**src/sv/wav_pcm_header_parser_top_assert.svh**
```systemverilog
// ----------------------------------------------------------------------------
// wav pcm header parser assertion macros
// concurrent checks clocked on clock and disabled during reset
// ----------------------------------------------------------------------------
`ifndef WAV_PCM_HEADER_PARSER_TOP_ASSERT_SVH
`define WAV_PCM_HEADER_PARSER_TOP_ASSERT_SVH

// consequent checked in the same cycle
`define WPH_ASSERT_SAME(label, ante, cons) \
   label: assert property (@(posedge clock) disable iff (reset) (ante) |-> (cons)) \
      else $error("wph assertion failed");

// consequent checked in the cycle after the antecedent
`define WPH_ASSERT_NEXT(label, ante, cons) \
   label: assert property (@(posedge clock) disable iff (reset) (ante) |=> (cons)) \
      else $error("wph assertion failed");

`endif

```
**src/sv/wph_pkg.sv**
```systemverilog
// ----------------------------------------------------------------------------
// wph_pkg
// shared widths, status codes and types of the wav pcm header parser
// ----------------------------------------------------------------------------
`default_nettype none

package wph_pkg;

   localparam int BYTE_W   = 8;
   localparam int STATUS_W = 3;
   localparam int HALF_W   = 16;
   localparam int WORD_W   = 32;
   localparam int OFFSET_W = 17;

   localparam logic [STATUS_W-1:0] ST_OK       = 3'd0;
   localparam logic [STATUS_W-1:0] ST_NO_RIFF  = 3'd1;
   localparam logic [STATUS_W-1:0] ST_NO_WAVE  = 3'd2;
   localparam logic [STATUS_W-1:0] ST_NO_FMT   = 3'd3;
   localparam logic [STATUS_W-1:0] ST_NOT_PCM  = 3'd4;
   localparam logic [STATUS_W-1:0] ST_NO_DATA  = 3'd5;
   localparam logic [STATUS_W-1:0] ST_ZERO     = 3'd6;
   localparam logic [STATUS_W-1:0] ST_TRUNC    = 3'd7;

   localparam logic [WORD_W-1:0] TAG_RIFF = 32'h4646_4952;
   localparam logic [WORD_W-1:0] TAG_WAVE = 32'h4556_4157;
   localparam logic [WORD_W-1:0] TAG_FMT  = 32'h2074_6d66;
   localparam logic [WORD_W-1:0] TAG_DATA = 32'h6174_6164;

   localparam logic [WORD_W-1:0]   EXT_FMT_SIZE = 32'd18;
   localparam logic [OFFSET_W-1:0] BASE_OFFSET  = 17'd44;
   localparam logic [OFFSET_W-1:0] EXT_OFFSET   = 17'd46;
   localparam logic [HALF_W-1:0]   PCM_TAG      = 16'd1;

   typedef struct packed {
      logic busy;
      logic done;
   } wph_div_status_type;

endpackage

`default_nettype wire

```
**src/sv/wph_req_if.sv**
```systemverilog
// ----------------------------------------------------------------------------
// wph_req_if
// byte stream channel into the parser, valid/ready handshake
// ----------------------------------------------------------------------------
`default_nettype none

interface wph_req_if;
   logic       valid;
   logic       ready;
   logic [7:0] data_byte;
   logic       starts_file;
   logic       ends_file;

   modport source (output valid, output data_byte, output starts_file, output ends_file,
                   input ready);
   modport sink   (input valid, input data_byte, input starts_file, input ends_file,
                   output ready);
endinterface

`default_nettype wire

```
**src/sv/wph_rsp_if.sv**
```systemverilog
// ----------------------------------------------------------------------------
// wph_rsp_if
// header result channel out of the parser, valid/ready handshake
// ----------------------------------------------------------------------------
`default_nettype none

interface wph_rsp_if;
   logic        valid;
   logic        ready;
   logic [2:0]  status;
   logic [15:0] channel_count;
   logic [31:0] sample_rate;
   logic [31:0] byte_rate;
   logic [15:0] block_align;
   logic [15:0] bits_per_sample;
   logic [16:0] data_offset;
   logic [31:0] data_size;
   logic [31:0] frame_count;

   modport source (output valid, output status, output channel_count, output sample_rate,
                   output byte_rate, output block_align, output bits_per_sample,
                   output data_offset, output data_size, output frame_count,
                   input ready);
   modport sink   (input valid, input status, input channel_count, input sample_rate,
                   input byte_rate, input block_align, input bits_per_sample,
                   input data_offset, input data_size, input frame_count,
                   output ready);
endinterface

`default_nettype wire

```
**src/sv/wph_divider.sv**
```systemverilog
// ----------------------------------------------------------------------------
// wph_divider
// restoring divider, 32-bit dividend by 16-bit divisor, one quotient bit
// per cycle
// ----------------------------------------------------------------------------
`default_nettype none

module wph_divider (
   input  logic                        clock,
   input  logic                        reset,
   input  logic                        start,
   input  logic [wph_pkg::WORD_W-1:0]  dividend,
   input  logic [wph_pkg::HALF_W-1:0]  divisor,
   output wph_pkg::wph_div_status_type status,
   output logic [wph_pkg::WORD_W-1:0]  quotient
);
   import wph_pkg::*;

   localparam int STEP_W = $clog2(WORD_W);
   localparam logic [STEP_W-1:0] LAST_STEP = STEP_W'(WORD_W - 1);

   logic              running_ff, running_in;
   logic              done_ff, done_in;
   logic [STEP_W-1:0] step_ff, step_in;
   logic [WORD_W-1:0] quo_ff, quo_in;
   logic [HALF_W-1:0] rem_ff, rem_in;
   logic [HALF_W-1:0] dvs_ff, dvs_in;
   logic [HALF_W:0]   trial;
   logic [HALF_W:0]   diff;
   logic              fits;

   assign trial = {rem_ff, quo_ff[WORD_W-1]};
   assign diff  = trial - {1'b0, dvs_ff};
   assign fits  = (trial >= {1'b0, dvs_ff});

   always_comb begin
      running_in = running_ff;
      done_in    = 1'b0;
      step_in    = step_ff;
      quo_in     = quo_ff;
      rem_in     = rem_ff;
      dvs_in     = dvs_ff;
      if (start) begin
         running_in = 1'b1;
         step_in    = '0;
         quo_in     = dividend;
         rem_in     = '0;
         dvs_in     = divisor;
      end else if (running_ff) begin
         rem_in  = fits ? diff[HALF_W-1:0] : trial[HALF_W-1:0];
         quo_in  = {quo_ff[WORD_W-2:0], fits};
         step_in = step_ff + 1'b1;
         if (step_ff == LAST_STEP) begin
            running_in = 1'b0;
            done_in    = 1'b1;
         end
      end
   end

   always_ff @(posedge clock) begin
      if (reset) begin
         running_ff <= 1'b0;
         done_ff    <= 1'b0;
      end else begin
         running_ff <= running_in;
         done_ff    <= done_in;
      end
      step_ff <= step_in;
      quo_ff  <= quo_in;
      rem_ff  <= rem_in;
      dvs_ff  <= dvs_in;
   end

   assign status.busy = running_ff | done_ff;
   assign status.done = done_ff;
   assign quotient    = quo_ff;

endmodule

`default_nettype wire

```
**src/sv/wav_pcm_header_parser_top.sv**
```systemverilog
// results: a byte that fails a check or ends the file early gives its result in the next cycle
// a header that passes all checks gives its result once the frame count divide is done, via the divider's done register
// throughput: one byte per cycle; the 32-step divider for the frame count holds off input
// input also waits while a result is held and not taken
// reset: synchronous, parser returns to the riff tag with no result pending
// ----------------------------------------------------------------------------
// wav_pcm_header_parser_top
// byte-serial riff/wave pcm header parser with iterative frame count divide
// ----------------------------------------------------------------------------
`default_nettype none

`include "wav_pcm_header_parser_top_assert.svh"

module wav_pcm_header_parser_top (
   input logic      clock,
   input logic      reset,
   wph_req_if.sink  req_if,
   wph_rsp_if.source rsp_if
);
   import wph_pkg::*;

   localparam logic [3:0] PH_RIFF  = 4'd0;
   localparam logic [3:0] PH_RSIZE = 4'd1;
   localparam logic [3:0] PH_WAVE  = 4'd2;
   localparam logic [3:0] PH_FMT   = 4'd3;
   localparam logic [3:0] PH_FSIZE = 4'd4;
   localparam logic [3:0] PH_FTAG  = 4'd5;
   localparam logic [3:0] PH_CHAN  = 4'd6;
   localparam logic [3:0] PH_RATE  = 4'd7;
   localparam logic [3:0] PH_BRATE = 4'd8;
   localparam logic [3:0] PH_ALIGN = 4'd9;
   localparam logic [3:0] PH_BITS  = 4'd10;
   localparam logic [3:0] PH_EXT   = 4'd11;
   localparam logic [3:0] PH_SKIP  = 4'd12;
   localparam logic [3:0] PH_DTAG  = 4'd13;
   localparam logic [3:0] PH_DSIZE = 4'd14;

   // index of the last byte of each field
   function automatic logic [1:0] last_index(input logic [3:0] ph);
      logic [1:0] res;
      case (ph)
         PH_FTAG, PH_CHAN, PH_ALIGN, PH_BITS, PH_EXT: res = 2'd1;
         PH_SKIP:                                     res = 2'd0;
         default:                                     res = 2'd3;
      endcase
      return res;
   endfunction

   logic [3:0]          phase_ff, phase_in;
   logic [1:0]          idx_ff, idx_in;
   logic [WORD_W-1:0]   shift_ff, shift_in;
   logic                fmt18_ff, fmt18_in;
   logic [HALF_W-1:0]   chan_ff, chan_in;
   logic [WORD_W-1:0]   rate_ff, rate_in;
   logic [WORD_W-1:0]   brate_ff, brate_in;
   logic [HALF_W-1:0]   align_ff, align_in;
   logic [HALF_W-1:0]   bits_ff, bits_in;
   logic [HALF_W-1:0]   skip_ff, skip_in;
   logic [OFFSET_W-1:0] offset_ff, offset_in;
   logic [WORD_W-1:0]   size_ff, size_in;
   logic                finished_ff, finished_in;
   logic                rsp_valid_ff, rsp_valid_in;
   logic [STATUS_W-1:0] rsp_status_ff, rsp_status_in;

   logic                req_ok;
   logic                starts;
   logic [3:0]          phase_e;
   logic [1:0]          idx_e;
   logic                finished_e;
   logic [WORD_W-1:0]   word_w;
   logic [HALF_W-1:0]   skip_dec;
   logic                emit;
   logic [STATUS_W-1:0] emit_status;
   logic                div_start;
   logic                status_ok;
   logic [WORD_W-1:0]   quotient;
   wph_div_status_type  div_st;

   assign req_ok = req_if.valid & req_if.ready;
   assign starts = req_if.starts_file;
   assign req_if.ready = ~div_st.busy & (~rsp_valid_ff | rsp_if.ready);

   always_comb begin
      phase_e    = starts ? PH_RIFF : phase_ff;
      if (phase_e > PH_DSIZE) begin
         phase_e = PH_RIFF;
      end
      idx_e      = starts ? 2'd0 : idx_ff;
      finished_e = starts ? 1'b0 : finished_ff;
      word_w     = (idx_e == 2'd0) ? {24'd0, req_if.data_byte}
                 : (shift_ff | ({24'd0, req_if.data_byte} << {idx_e, 3'b000}));
      skip_dec   = skip_ff - 1'b1;
   end

   always_comb begin
      phase_in    = phase_ff;
      idx_in      = idx_ff;
      shift_in    = shift_ff;
      fmt18_in    = fmt18_ff;
      chan_in     = chan_ff;
      rate_in     = rate_ff;
      brate_in    = brate_ff;
      align_in    = align_ff;
      bits_in     = bits_ff;
      skip_in     = skip_ff;
      offset_in   = offset_ff;
      size_in     = size_ff;
      finished_in = finished_ff;
      emit        = 1'b0;
      emit_status = ST_OK;
      div_start   = 1'b0;
      if (req_ok) begin
         phase_in    = phase_e;
         idx_in      = idx_e;
         finished_in = finished_e;
         if (starts) begin
            offset_in = BASE_OFFSET;
         end
         if (!finished_e) begin
            if (phase_e == PH_SKIP) begin
               skip_in = skip_dec;
               if (skip_dec == '0) begin
                  phase_in = PH_DTAG;
                  idx_in   = 2'd0;
               end
            end else begin
               shift_in = word_w;
               if (idx_e < last_index(phase_e)) begin
                  idx_in = idx_e + 1'b1;
               end else begin
                  idx_in = 2'd0;
                  case (phase_e)
                     PH_RIFF: begin
                        if (word_w != TAG_RIFF) begin
                           emit = 1'b1; emit_status = ST_NO_RIFF;
                        end
                        phase_in = PH_RSIZE;
                     end
                     PH_RSIZE: phase_in = PH_WAVE;
                     PH_WAVE: begin
                        if (word_w != TAG_WAVE) begin
                           emit = 1'b1; emit_status = ST_NO_WAVE;
                        end
                        phase_in = PH_FMT;
                     end
                     PH_FMT: begin
                        if (word_w != TAG_FMT) begin
                           emit = 1'b1; emit_status = ST_NO_FMT;
                        end
                        phase_in = PH_FSIZE;
                     end
                     PH_FSIZE: begin
                        fmt18_in = (word_w == EXT_FMT_SIZE);
                        phase_in = PH_FTAG;
                     end
                     PH_FTAG: begin
                        if (word_w[HALF_W-1:0] != PCM_TAG) begin
                           emit = 1'b1; emit_status = ST_NOT_PCM;
                        end
                        phase_in = PH_CHAN;
                     end
                     PH_CHAN: begin
                        chan_in  = word_w[HALF_W-1:0];
                        phase_in = PH_RATE;
                     end
                     PH_RATE: begin
                        rate_in  = word_w;
                        phase_in = PH_BRATE;
                     end
                     PH_BRATE: begin
                        brate_in = word_w;
                        phase_in = PH_ALIGN;
                     end
                     PH_ALIGN: begin
                        align_in = word_w[HALF_W-1:0];
                        phase_in = PH_BITS;
                     end
                     PH_BITS: begin
                        bits_in = word_w[HALF_W-1:0];
                        if (fmt18_ff) begin
                           phase_in = PH_EXT;
                        end else begin
                           offset_in = BASE_OFFSET;
                           phase_in  = PH_DTAG;
                        end
                     end
                     PH_EXT: begin
                        skip_in   = word_w[HALF_W-1:0];
                        offset_in = EXT_OFFSET + {1'b0, word_w[HALF_W-1:0]};
                        phase_in  = (word_w[HALF_W-1:0] != '0) ? PH_SKIP : PH_DTAG;
                     end
                     PH_DTAG: begin
                        if (word_w != TAG_DATA) begin
                           emit = 1'b1; emit_status = ST_NO_DATA;
                        end
                        phase_in = PH_DSIZE;
                     end
                     default: begin
                        size_in     = word_w;
                        finished_in = 1'b1;
                        if (align_ff == '0 || rate_ff == '0 || chan_ff == '0) begin
                           emit = 1'b1; emit_status = ST_ZERO;
                        end else begin
                           div_start = 1'b1;
                        end
                     end
                  endcase
               end
            end
            if (!emit && !div_start && req_if.ends_file) begin
               emit = 1'b1; emit_status = ST_TRUNC;
            end
            if (emit) begin
               finished_in = 1'b1;
            end
         end
      end
   end

   always_comb begin
      rsp_valid_in  = rsp_valid_ff;
      rsp_status_in = rsp_status_ff;
      if (rsp_if.ready) begin
         rsp_valid_in = 1'b0;
      end
      if (emit) begin
         rsp_valid_in  = 1'b1;
         rsp_status_in = emit_status;
      end else if (div_st.done) begin
         rsp_valid_in  = 1'b1;
         rsp_status_in = ST_OK;
      end
   end

   always_ff @(posedge clock) begin
      if (reset) begin
         phase_ff     <= PH_RIFF;
         idx_ff       <= 2'd0;
         finished_ff  <= 1'b0;
         rsp_valid_ff <= 1'b0;
         offset_ff    <= BASE_OFFSET;
      end else begin
         phase_ff     <= phase_in;
         idx_ff       <= idx_in;
         finished_ff  <= finished_in;
         rsp_valid_ff <= rsp_valid_in;
         offset_ff    <= offset_in;
      end
      shift_ff      <= shift_in;
      fmt18_ff      <= fmt18_in;
      chan_ff       <= chan_in;
      rate_ff       <= rate_in;
      brate_ff      <= brate_in;
      align_ff      <= align_in;
      bits_ff       <= bits_in;
      skip_ff       <= skip_in;
      size_ff       <= size_in;
      rsp_status_ff <= rsp_status_in;
   end

   wph_divider u_divider (
      .clock    (clock),
      .reset    (reset),
      .start    (div_start),
      .dividend (word_w),
      .divisor  (align_ff),
      .status   (div_st),
      .quotient (quotient)
   );

   // failed headers carry zero fields
   assign status_ok              = (rsp_status_ff == ST_OK);
   assign rsp_if.valid           = rsp_valid_ff;
   assign rsp_if.status          = rsp_status_ff;
   assign rsp_if.channel_count   = status_ok ? chan_ff   : '0;
   assign rsp_if.sample_rate     = status_ok ? rate_ff   : '0;
   assign rsp_if.byte_rate       = status_ok ? brate_ff  : '0;
   assign rsp_if.block_align     = status_ok ? align_ff  : '0;
   assign rsp_if.bits_per_sample = status_ok ? bits_ff   : '0;
   assign rsp_if.data_offset     = status_ok ? offset_ff : '0;
   assign rsp_if.data_size       = status_ok ? size_ff   : '0;
   assign rsp_if.frame_count     = status_ok ? quotient  : '0;

   `WPH_ASSERT_SAME(a_div_slot_free, div_st.done, !rsp_valid_ff)
   `WPH_ASSERT_NEXT(a_div_start_busy, div_start, finished_ff && div_st.busy)
   `WPH_ASSERT_SAME(a_fin_clear_on_start, $fell(finished_ff),
      $past(reset) || $past(req_ok && req_if.starts_file))

endmodule

`default_nettype wire
```
**src/flat_wrapper.sv**
```systemverilog
// flat-port wrapper written by rule: the top's interface ports become plain ports
module wav_pcm_header_parser_top_flat import wph_pkg::*;
  (clock, reset, req_if_valid, req_if_data_byte, req_if_starts_file, req_if_ends_file, req_if_ready, rsp_if_valid, rsp_if_status, rsp_if_channel_count, rsp_if_sample_rate, rsp_if_byte_rate, rsp_if_block_align, rsp_if_bits_per_sample, rsp_if_data_offset, rsp_if_data_size, rsp_if_frame_count, rsp_if_ready);
  wph_req_if req_if_i ();
  wph_rsp_if rsp_if_i ();
  input logic clock;
  input logic reset;
  input wire logic [$bits(req_if_i.valid)-1:0] req_if_valid;
  input wire logic [$bits(req_if_i.data_byte)-1:0] req_if_data_byte;
  input wire logic [$bits(req_if_i.starts_file)-1:0] req_if_starts_file;
  input wire logic [$bits(req_if_i.ends_file)-1:0] req_if_ends_file;
  output wire logic [$bits(req_if_i.ready)-1:0] req_if_ready;
  output wire logic [$bits(rsp_if_i.valid)-1:0] rsp_if_valid;
  output wire logic [$bits(rsp_if_i.status)-1:0] rsp_if_status;
  output wire logic [$bits(rsp_if_i.channel_count)-1:0] rsp_if_channel_count;
  output wire logic [$bits(rsp_if_i.sample_rate)-1:0] rsp_if_sample_rate;
  output wire logic [$bits(rsp_if_i.byte_rate)-1:0] rsp_if_byte_rate;
  output wire logic [$bits(rsp_if_i.block_align)-1:0] rsp_if_block_align;
  output wire logic [$bits(rsp_if_i.bits_per_sample)-1:0] rsp_if_bits_per_sample;
  output wire logic [$bits(rsp_if_i.data_offset)-1:0] rsp_if_data_offset;
  output wire logic [$bits(rsp_if_i.data_size)-1:0] rsp_if_data_size;
  output wire logic [$bits(rsp_if_i.frame_count)-1:0] rsp_if_frame_count;
  input wire logic [$bits(rsp_if_i.ready)-1:0] rsp_if_ready;
  assign req_if_i.valid = req_if_valid;
  assign req_if_i.data_byte = req_if_data_byte;
  assign req_if_i.starts_file = req_if_starts_file;
  assign req_if_i.ends_file = req_if_ends_file;
  assign req_if_ready = req_if_i.ready;
  assign rsp_if_valid = rsp_if_i.valid;
  assign rsp_if_status = rsp_if_i.status;
  assign rsp_if_channel_count = rsp_if_i.channel_count;
  assign rsp_if_sample_rate = rsp_if_i.sample_rate;
  assign rsp_if_byte_rate = rsp_if_i.byte_rate;
  assign rsp_if_block_align = rsp_if_i.block_align;
  assign rsp_if_bits_per_sample = rsp_if_i.bits_per_sample;
  assign rsp_if_data_offset = rsp_if_i.data_offset;
  assign rsp_if_data_size = rsp_if_i.data_size;
  assign rsp_if_frame_count = rsp_if_i.frame_count;
  assign rsp_if_i.ready = rsp_if_ready;
  wav_pcm_header_parser_top u_core (.clock(clock), .reset(reset), .req_if(req_if_i), .rsp_if(rsp_if_i));
endmodule
```
**config.mk**
```make
export PLATFORM = sky130hd
export DESIGN_NAME = wav_pcm_header_parser_top_flat
export DESIGN_NICKNAME = d
export VERILOG_FILES = /design/src/sv/wph_pkg.sv /design/src/sv/wph_req_if.sv /design/src/sv/wph_rsp_if.sv /design/src/sv/wph_divider.sv /design/src/sv/wav_pcm_header_parser_top.sv /design/src/flat_wrapper.sv
export VERILOG_INCLUDE_DIRS = /design/src /design/src/sv
export SDC_FILE = /design/constraint.sdc
export NUM_CORES = 1
export LEC_CHECK = 0
export ABC_AREA = 1
export BUFFER_PORTS_ARGS = -buffer_cell sky130_fd_sc_hd__clkbuf_2
export CORE_MARGIN = 5
export CORE_UTILIZATION = 40
export CTS_CLUSTER_SIZE = 30
export DETAILED_ROUTE_END_ITERATION = 12
export GPL_ROUTABILITY_DRIVEN = 0
export MAX_ROUTING_LAYER = met4
export PLACE_DENSITY = 0.67
export SETUP_SLACK_MARGIN = 0.2
export SLEW_MARGIN = 20
export SYNTH_ARGS = -nofsm -noshare
export SYNTH_HDL_FRONTEND = slang
export SYNTH_SLANG_ARGS = --single-unit
```
**constraint.sdc**
```tcl
create_clock -name clock -period 10.3 [get_ports clock]
set_input_delay 3.09 -clock clock [delete_from_list [all_inputs] [get_ports clock]]
set_output_delay 3.09 -clock clock [all_outputs]
set_load 0.05 [all_outputs]
```
==> summary.txt <==
Status
  – Status: completed

Die
  – Num rows: 70
  – Die Span X: 204 µm
  – Die area: 41400 µm²
  – Die H: 204 µm
  – Core region area: 36800 µm²
  – Initial core utilization: 0.407
  – Num ports: 212

Route
  – Vias per cell: 5.19
  – Initial DRT Pass Iterations: 7
  – DRC: 0
  – Via count: 12600
  – DRT Wirelength: 43400 µm
  – DR WL/cell: 17.9 µm
  – Final ANT Viol Nets: 0
  – Initial DRC count: 1314

Logic synthesis
  – Netlist cell types: 55
  – Yosys reg bits: 292
  – Top FF cell, synth: edfxtp_1
  – Ys Warns: 0
  – Syn Area/Cell: 8.62 µm²
  – Syn Inst Count: 1738
  – Syn_nets: 1776
  – Synth async-reset ratio: 0
  – Number of synthesized flops with an enable pin: 244
  – Top-count cell post-synth: inv_1
  – Synth top area cells: edfxtp_1 49%, inv_1 8.4%, nor2_1 8.1%, nand2_1 7.1%, dfxtp_1 6.4%
  – Register area share after synthesis: 0.553
  – Area leader, netlist: edfxtp_1
  – Cell Area, Synth: 15000 µm²
  – Most frequent cells after synthesis: 336 x inv_1, 322 x nor2_1, 282 x nand2_1
  – Top cell type's share of synthesized area: 0.489

Final layout
  – Fillers: 3485
  – Diodes inserted: 0
  – Layout Area Growth over Synthesis: 16.6%
  – Final instance area: 17500 µm²
  – Fraction of layout cells with a size suffix above 1: 0.160
  – Final net count: 1968

Setup path
  – Most used cell, CP: nand2_4
  – Crit path arrival time: 7.25 ns
  – R2r setup slk: 5.84 ns
  – CP top delay family: buffers and inverters
  – Crit-path cells: clkbuf_2, inv_8, nand2_4, nor2_4, nand2_2, nand3_1, nor2_1, o21ai_0, nand3_1, ha_1, a21oi_1, inv_1, nand2_4, inv_2, nand2_4, nor3_4, buf_4, nor2_4, inv_1, buf_4
  – Crit path required time: 10.49 ns
  – Setup Crit Path Kind: input pin to register
  – Crit-path max cell delay: 0.67 ns
  – Worst flop-to-flop path startpoint: u_core.idx_ff[1]
  – Crit path buffers/inverters: 7
  – Crit Path Max Fanout: 84
  – Worst setup startpoint: req_if_starts_file
  – Critical path's slowest cell: buf_4
  – Crit. End Element: register
  – CP Launch Type: input pin

Worst hold path
  – Worst Hold Class: register to register
  – Hold Startpoint: u_core.u_divider.rem_ff[7]

Timing
  – Fmax: 142 MHz
  – Setup TNS: 0 ns
  – Worst slew pin tran: 1.06 ns
  – Slew margin rel.: 0.291
  – Min Tclk post-route: 7.06 ns
  – Final Setup Violations: 0
  – Endpoints failing hold: 0
  – RSZ-0062 raised after global routing: no
  – Period utilization: 0.686
  – Worst Skew: 0.0137 ns
  – Fin. max-slew vios: 0

Place
  – Port buffer count: 211
  – DPL Wire Length: 31100 µm
  – Instance area after placement: 16500 µm²

Global routing
  – Vias in the first global route: 11900
  – Met2 global-route usage: 0.332
  – Met1 Use GR: 0.262
  – GRT Overall Usage: 0.207
  – Total grt overflow: 0
  – Initial antenna violation count: 1
  – First-pass GRT wire length: 66000 µm
  – Top Usage Layer GRT: met2
  – Largest net degree at the start of global routing: 115
  – GR Util met3: 0.0402

Clock network
  – Worst-Skew Late Latency: 0.55 ns
  – H-tree levels: 1
  – Post-CTS Setup Bufs: 0
  – Total CTS buffers: 28
  – Clk sink count: 292
  – Resized Gates After CTS: 0
  – Clk root buf: clkbuf_16
  – Clock Tree Buf Depth: 3
  – Hold buffers post-CTS: 0
  – Clk slew on worst S/H paths: 0.07 ns
  – CTS tree: done

Power
  – Peak supply drop: 0.114 mV
  – LEAKAGE: 8.03 nW
  – Pwr Density: 153 nW/µm²

Run
  – Max-cap check violation count: 0
[metal layers]
layer / up-vias / part of all wire
met5: - / 0
met4: 0 / 0.044
met3: 152 / 0.094
met2: 619 / 0.46
met1: 5797 / 0.40
li1: 5989 / -
[worst register-to-register path: cells and delay by family (launching register included)]
| family | cells | cell delay, ns |
|---|---|---|
| adder cells (fa/ha/maj) | 1 | 0.47 |
| AND/OR/NAND/NOR | 14 | 2.22 |
| flip-flops | 1 | 0.53 |
| buffers and inverters | 1 | 0.97 |
[state kept, by name (all words and copies together), names as in the netlist, 2 cells and up]
register / flops
u_core.skip_ff: 16
u_core.u_divider.step_ff: 5
u_core.brate_ff: 32
u_core.offset_ff: 17
u_core.chan_ff: 16
u_core.idx_ff: 2
u_core.align_ff: 16
u_core.bits_ff: 16
u_core.u_divider.dvs_ff: 16
u_core.rsp_if.status: 3
u_core.size_ff: 32
u_core.rate_ff: 32
u_core.u_divider.rem_ff: 16
u_core.u_divider.quotient: 32
u_core.shift_ff: 32
u_core.phase_ff: 4
[worst paths after layout]
check	end	cells after the start
setup reg to reg	u_core.rsp_if.status[1]	16
hold / removal	u_core.u_divider.rem_ff[7]	2
hold reg to reg	u_core.u_divider.rem_ff[7]	2
setup / recovery	u_core.u_divider.quotient[17]	20
[power breakdown]
group / switching [mW] / internal [mW]
Sequential: 0.0131 / 1.30
Combinational: 0.208 / 0.0548
Clock: 0.450 / 0.642
[through the flow]
| stage | util | cells | hold slack (ns) | setup slack [ns] | power (mW) |
|---|---|---|---|---|---|
| 2_1_floorplan | - | 1738 | 0.430 | 1.61 | 1.52 |
| 3_3_place_gp | 0.447 | 2367 | 0.441 | 2.90 | 1.59 |
| 3_5_place_dp | 0.447 | 2367 | 0.460 | 2.73 | 1.60 |
| 4_1_cts | 0.474 | 2419 | 0.474 | 3.33 | 2.69 |
| 5_1_grt | 0.475 | 2420 | 0.486 | 2.99 | 2.76 |
| 6_report | 0.475 | 2420 | 0.472 | 3.24 | 2.67 |
[layout by cell type, fill, tap and decap left out, types with 13 or more instances in the layout]
cell / count
nor2_1: 319
clkbuf_16: 29
nand2_1: 282
ha_1: 23
nand4_1: 32
nor4_1: 15
o21ai_0: 91
clkbuf_2: 211
inv_1: 335
a21oi_1: 58
dfxtp_1: 48
xnor2_1: 13
xor2_1: 19
edfxtp_1: 244
nand3_1: 81
[area by class of cell]
class	instances	area, µm²	area share
tap	468	586	0.0335
sequential	292	8290	0.474
timing repair buffer	221	1150	0.0659
inverter	346	1310	0.0748
multi-input combinational	1041	5160	0.295
clock inverter	19	241	0.0138
clock buffer	33	741	0.0424
[logic make-up (layout without fill, tap and decap cells)]
| kind of cell | Yosys count | in the layout | share of synthesized area |
|---|---|---|---|
| simple gates | 781 | 781 | 0.226 |
| buf+inv | 405 | 619 | 0.106 |
| flops | 292 | 292 | 0.553 |
| compound gates | 204 | 204 | 0.0759 |
| xor+xnor | 32 | 32 | 0.0187 |
| fa+ha+maj | 24 | 24 | 0.0205 |
Power figures use the tool's default switching activity.
